File: src/hdl/ssnf_pkg.sv
// Shared types, sizes and codes for the seven-segment number frame generator.
// Used by every module of the block and by its checker. No dependencies.
package ssnf_pkg;

  // Sizes of the display chain
  localparam int CHIP_COUNT   = 4;
  localparam int DIGIT_FRAMES = 9;
  localparam int CHIP_W       = (CHIP_COUNT > 1) ? $clog2(CHIP_COUNT) : 1;
  localparam int IDX_W        = (DIGIT_FRAMES > 1) ? $clog2(DIGIT_FRAMES) : 1;
  localparam int ADDR_W       = 4;
  localparam int DATA_W       = 8;
  localparam int NUM_W        = 32;

  // Divide-by-ten reciprocal: q = (n * RECIP) >> RECIP_SHIFT, exact for 32 bits
  localparam logic [NUM_W-1:0] RECIP       = 32'hCCCC_CCCD;
  localparam int               RECIP_SHIFT = 35;

  // Chip register addresses written by an init item
  localparam logic [ADDR_W-1:0] ADDR_INTENSITY  = 4'hA;
  localparam logic [ADDR_W-1:0] ADDR_SCAN_LIMIT = 4'hB;
  localparam logic [ADDR_W-1:0] ADDR_SHUTDOWN   = 4'hC;

  // Operation codes
  localparam logic FUNC_INIT    = 1'b0;
  localparam logic FUNC_DISPLAY = 1'b1;

  // Configuration register indexes
  localparam logic [1:0] REG_INTENSITY  = 2'd0;
  localparam logic [1:0] REG_SCAN_LIMIT = 2'd1;
  localparam logic [1:0] REG_RUN_MODE   = 2'd2;

  typedef struct packed {
    logic [3:0] intensity;
    logic [2:0] scan_limit;
    logic       run_mode;
  } cfg_t;

  // One item after digit extraction, handed to the frame serializer
  typedef struct packed {
    logic                             func;
    logic [1:0]                       chip;
    logic [DIGIT_FRAMES-1:0][3:0]     digits;
  } item_t;

  // Segment pattern of one decimal digit
  function automatic logic [DATA_W-1:0] seg_of(input logic [3:0] digit);
    logic [DATA_W-1:0] pat;
    case (digit)
      4'd0:    pat = 8'h3F;
      4'd1:    pat = 8'h06;
      4'd2:    pat = 8'h5B;
      4'd3:    pat = 8'h4F;
      4'd4:    pat = 8'h66;
      4'd5:    pat = 8'h6D;
      4'd6:    pat = 8'h7D;
      4'd7:    pat = 8'h27;
      4'd8:    pat = 8'h7F;
      4'd9:    pat = 8'h6F;
      default: pat = 8'h00;
    endcase
    return pat;
  endfunction

endpackage

File: src/hdl/ssnf_frame_ser.sv
// Frame serializer: turns one extracted item into its burst of register frames.
// Depends on ssnf_pkg. Emits one frame per cycle through an output register.
module ssnf_frame_ser (
  input  logic                        clk_i,
  input  logic                        rst_ni,
  input  ssnf_pkg::cfg_t              cfg_i,
  input  logic                        load_i,
  input  ssnf_pkg::item_t             item_i,
  output logic                        ready_o,
  output logic                        frame_valid_o,
  output logic [1:0]                  target_chip_o,
  output logic [ssnf_pkg::ADDR_W-1:0] reg_address_o,
  output logic [ssnf_pkg::DATA_W-1:0] reg_data_o,
  output logic                        last_o
);
  import ssnf_pkg::*;

  typedef enum logic [1:0] {
    SUB_INT,
    SUB_SCAN,
    SUB_SHUT
  } init_sub_e;

  logic              active_q;
  init_sub_e         sub_q;
  logic [IDX_W-1:0]  idx_q;
  logic [CHIP_W-1:0] ichip_q;
  item_t             item_q;

  logic              frame_valid_q;
  logic [1:0]        chip_q;
  logic [ADDR_W-1:0] addr_q;
  logic [DATA_W-1:0] data_q;
  logic              last_q;

  logic [1:0]        chip_d;
  logic [ADDR_W-1:0] addr_d;
  logic [DATA_W-1:0] data_d;
  logic              final_d;
  logic [CHIP_W+1:0] ichip_ext;
  logic              take;

  // Frame for the current count
  always_comb begin
    ichip_ext = {2'b00, ichip_q};
    if (item_q.func == FUNC_DISPLAY) begin
      chip_d  = item_q.chip;
      addr_d  = ADDR_W'(DIGIT_FRAMES - 1) - ADDR_W'(idx_q);
      data_d  = seg_of(item_q.digits[idx_q]);
      final_d = (idx_q == IDX_W'(DIGIT_FRAMES - 1));
    end else begin
      chip_d  = ichip_ext[1:0];
      final_d = 1'b0;
      case (sub_q)
        SUB_INT: begin
          addr_d = ADDR_INTENSITY;
          data_d = {4'b0000, cfg_i.intensity};
        end
        SUB_SCAN: begin
          addr_d = ADDR_SCAN_LIMIT;
          data_d = {5'b00000, cfg_i.scan_limit};
        end
        SUB_SHUT: begin
          addr_d  = ADDR_SHUTDOWN;
          data_d  = {7'b0000000, cfg_i.run_mode};
          final_d = (ichip_q == CHIP_W'(CHIP_COUNT - 1));
        end
        default: begin
          addr_d = ADDR_INTENSITY;
          data_d = '0;
        end
      endcase
    end
  end

  // A new item may load while the last frame of the current one goes out
  assign ready_o = !active_q || final_d;
  assign take    = load_i && ready_o;

  // Counters and output strobe
  always_ff @(posedge clk_i or negedge rst_ni) begin
    if (!rst_ni) begin
      active_q      <= 1'b0;
      sub_q         <= SUB_INT;
      idx_q         <= '0;
      ichip_q       <= '0;
      frame_valid_q <= 1'b0;
    end else begin
      frame_valid_q <= active_q;
      if (take) begin
        active_q <= 1'b1;
        sub_q    <= SUB_INT;
        idx_q    <= '0;
        ichip_q  <= '0;
      end else if (active_q && final_d) begin
        active_q <= 1'b0;
      end else if (active_q) begin
        idx_q <= idx_q + IDX_W'(1);
        case (sub_q)
          SUB_INT:  sub_q <= SUB_SCAN;
          SUB_SCAN: sub_q <= SUB_SHUT;
          SUB_SHUT: begin
            sub_q   <= SUB_INT;
            ichip_q <= ichip_q + CHIP_W'(1);
          end
          default:  sub_q <= SUB_INT;
        endcase
      end
    end
  end

  // Item and frame payload
  always_ff @(posedge clk_i) begin
    if (take) begin
      item_q <= item_i;
    end
    chip_q <= chip_d;
    addr_q <= addr_d;
    data_q <= data_d;
    last_q <= final_d;
  end

  assign frame_valid_o = frame_valid_q;
  assign target_chip_o = chip_q;
  assign reg_address_o = addr_q;
  assign reg_data_o    = data_q;
  assign last_o        = last_q;

endmodule

File: config.mk
export PLATFORM = sky130hd
export DESIGN_NAME = ssnf_frame_ser
export DESIGN_NICKNAME = d
export VERILOG_FILES = /design/src/hdl/ssnf_pkg.sv /design/src/hdl/ssnf_frame_ser.sv
export SDC_FILE = /design/constraint.sdc
export NUM_CORES = 1
export LEC_CHECK = 0
export BUFFER_PORTS_ARGS = -buffer_cell sky130_fd_sc_hd__buf_2
export CELL_PAD_IN_SITES_DETAIL_PLACEMENT = 1
export CELL_PAD_IN_SITES_GLOBAL_PLACEMENT = 1
export CORE_MARGIN = 2
export CORE_UTILIZATION = 43
export DETAILED_ROUTE_END_ITERATION = 12
export PLACE_DENSITY_LB_ADDON = 0.1
export SETUP_SLACK_MARGIN = 0.2
export SKIP_LAST_GASP = 1
export SYNTH_ARGS = -nofsm -noshare
export SYNTH_HDL_FRONTEND = slang
export SYNTH_SLANG_ARGS = --single-unit
File: constraint.sdc
create_clock -name clk_i -period 4.2 [get_ports clk_i]
set_clock_uncertainty 0.2 [all_clocks]
set_input_delay 0.63 -clock clk_i [delete_from_list [all_inputs] [get_ports clk_i]]
set_output_delay 0.63 -clock clk_i [all_outputs]
set_load 0.01 [all_outputs]
==> results.md <==
- Dpl cell area: between 0.003 and 0.004 sq mm
- Critical Path RT: around 3.4 ns
- Slew HR: 0.401
- Initial antenna violation count: 0
- Post-CTS sizing: 0
- CORE AREA: 0.00631 sq mm
- P_leak: 1.43 nW
- First-pass GRT wire length: about 9400 um
- Fmax: 337 MHz
- Inserted Clock Buffers: 9
- I/O Buffers: 65
- Cells after DPL: 324
- Multi-input gate area in the final layout: 963 sq um
- Worst-Margin Slew: 0.898 ns
- FFs w/ async S/R, synth: 0.159
- Core Util, Final: 0.532
- Fin. max-slew vios: 0
- Die height: 84.8 um
- Setup CP Type: reg2out
- Post-DP HPWL: 3880 um
- CTS tree: yes
- Routed Antenna Nets: 0
- Antenna diodes: 0
- Storage element area: 0.00170 sq mm
- Register area share after synthesis: 0.606
- Mapped cell area: approximately 0.0028 sq mm
- R2R Setup Slk: 1.33 ns
- Residual DRC: 0
- Avg Cell Area, Syn: between 10 and 15 sq um
- Final setup TNS: 0 ns
- Initial Utilization: 0.445
- GRT Util Overall: 0.170
- CP startpoint kind: register
- Filler Cell Count: 672
- Reg-to-Reg Start: idx_q[1]
- Post-CTS Hold Buffers: 1
- Via density: 5.16
- Tcrit/Tclk final: 0.706
- Pwr Density: 730 mW/mm^2
- Htree depth: 3
- Syn nets: between 200 and 300
- Post-Layout Cell Count: 341
- Hold EP: frame_valid_o
- CTS Sinks: 63
- Largest net degree at the start of global routing: 40
- Final min period: between 2 and 3 ns
- Clk buf depth: 2
- # nets final: 318
- CP Capture Type: output port
- Worst skew pair latency: about 0.33 ns
- CP max FO: 17
- Max VDD drop: about 0.36 mV
- Final hold vios: 0
- Vias in the first global route: 1900
- Ys Warns: 0
- FF+latch count, synth: 63
- RSZ-0062 raised after global routing: false
- Worst hold slack: roughly 0.23 ns
- Hold Crit Class: reg2reg
- GP Congestion: 0.724
- Row Count: 29
- Worst r2r path cells: 8
- Area Growth Syn to Fin: 19.6%
- MaxCap Viol Count: 0
- Critical R2R Capture: reg_data_o[0]
- Worst EP arrival: 2.14 ns
- Clock root cell: clkbuf_8
- Detailed Routing Iterations Pass 1: 4
- Status: finished, final reports clean
- Vias: 1760
- Hold Crit Start: active_q
- Ys flop type: edfxtp_1
- I/O pins: between 60 and 70
- Hold Path Cell Cnt: 0
- Distinct cells, synth: 55
- Die Width: 84.8 um
- Clock slew at reported path FFs: 0.07 ns
- Die Footprint: between 0.007 and 0.008 sq mm
- Post-synth EDFFs: 39
- Post-Syn Instances: 191
- Total grt overflow: 0
- Finish-stage setup viols: 0
- Post-CTS setup buffer count: 0
- Routed WL per cell: 16.0 um
- WL final: about 5500 um
- Share of cells above drive strength 1: 0.394
- Final Cell Area: between 0.003 and 0.004 sq mm
- 1st-iter DRT viols: between 40 and 50
## sequential cells by signal, summed over array words and instances, names as in the netlist
signal         flops
item_q            39
reg_data_o         7
idx_q              4
reg_address_o      4
ichip_q            2
sub_q              2
target_chip_o      2
active_q           1
frame_valid_o      1
last_o             1
## worst max-delay path, cell delays in order (launching register included)
cell	delay [ns]
dfrtp_1	0.41
buf_4	0.32
inv_1	0.15
ha_1	0.25
nand4b_1	0.16
o311ai_1	0.15
buf_4	0.22
buf_2	0.15
## metal layers
layer  vias to the layer above  part of all wire  GRT usage
met5                         -                 0          0
met4                         0            0.0073     0.0476
met3                         4             0.061     0.0541
met2                        54              0.47      0.268
met1                       848              0.46      0.226
li1                        854                 -          -
## kinds of logic (layout without fill, tap and decap cells)
family,count (synthesis),after routing,share of synthesized area
DFF,63,63,0.606
AOI/OAI and AO/OA,41,41,0.131
adders and majority gates,9,9,0.0401
buffers and inverters,20,93,0.0508
other,1,1,0.00134
xor gates and xnor gates,2,2,0.00624
muxes,21,21,0.0896
and+or+nand+nor,34,34,0.0749
## cell usage in the layout (no fill, tap or decap), drive strengths merged, types with 2 or more instances in the layout
| cell | n |
|---|---|
| buf | 67 |
| edfxtp | 39 |
| mux2i | 15 |
| dfxtp | 14 |
| dfrtp | 10 |
| inv | 9 |
| ha | 9 |
| clkbuf | 9 |
| nor2 | 8 |
| o21ai | 7 |
| nand2 | 6 |
| a22o | 5 |
| a21o | 4 |
| clkinv | 4 |
| a22oi | 4 |
| mux2 | 3 |
| a21oi | 3 |
| mux4 | 3 |
| and2 | 3 |
| o31ai | 3 |
| nand2b | 2 |
| nand4b | 2 |
| and2b | 2 |
| xnor2 | 2 |
| o21a | 2 |
| o32ai | 2 |
| nand3 | 2 |
| a31oi | 2 |
| o22ai | 2 |
| bufinv | 2 |
| o311ai | 2 |
## synthesized netlist by cell type (2+ instances only)
cell | count | share of area
a21o_1 | 4 | 0.011
a21oi_1 | 3 | 0.0053
a22o_1 | 2 | 0.0062
a22o_2 | 3 | 0.011
a22oi_1 | 2 | 0.0053
a22oi_4 | 2 | 0.015
a31oi_1 | 2 | 0.0045
and2_1 | 2 | 0.0045
and2b_2 | 2 | 0.0062
buf_2 | 2 | 0.0036
buf_6 | 4 | 0.016
clkbuf_8 | 2 | 0.0098
dfrtp_1 | 10 | 0.089
dfxtp_1 | 14 | 0.10
edfxtp_1 | 39 | 0.42
ha_1 | 9 | 0.040
inv_1 | 9 | 0.012
mux2_2 | 3 | 0.012
mux2i_1 | 15 | 0.053
mux4_2 | 3 | 0.024
nand2_1 | 6 | 0.0080
nand2b_1 | 2 | 0.0045
nand3_1 | 2 | 0.0036
nand4b_1 | 2 | 0.0062
nor2_1 | 8 | 0.011
o21a_1 | 2 | 0.0053
o21ai_0 | 6 | 0.011
o22ai_1 | 2 | 0.0045
o32ai_1 | 2 | 0.0062
xnor2_1 | 2 | 0.0062
## stage by stage
stage	power, mW	setup slack [ns]
final	2.45	1.23
after global routing	2.64	1.09
after CTS	2.48	1.20
after detailed placement	1.91	1.31
after global placement	1.90	1.42
after floorplan	1.70	1.10
## power breakdown
part,total (mW),switching [mW],internal [mW]
sequential,0.925,0.124,0.802
clock,0.563,0.233,0.330
combinational,0.963,0.504,0.459
## area by class of cell
| type | count | share of cell area |
|---|---|---|
| well taps | 77 | 0.0287 |
| inverters | 9 | 0.0101 |
| clock buffers | 9 | 0.0369 |
| clock inverters | 7 | 0.0261 |
| flip-flops and latches | 63 | 0.507 |
| multi-input cells | 108 | 0.287 |
| repair buffers | 68 | 0.104 |
## worst max-delay path by stage
stage	from	to	slack, ns	cells after the start
after floorplan	idx_q[0]	item_q[0]	1.10	8
after global placement	idx_q[1]	reg_data_o[0]	1.42	8
after detailed placement	idx_q[1]	reg_data_o[0]	1.31	8
after CTS	idx_q[0]	ready_o	1.20	7
after global routing	idx_q[1]	reg_data_o[0]	1.09	8
final	idx_q[0]	ready_o	1.23	7
Note: power is estimated with default switching activity, not from simulation.
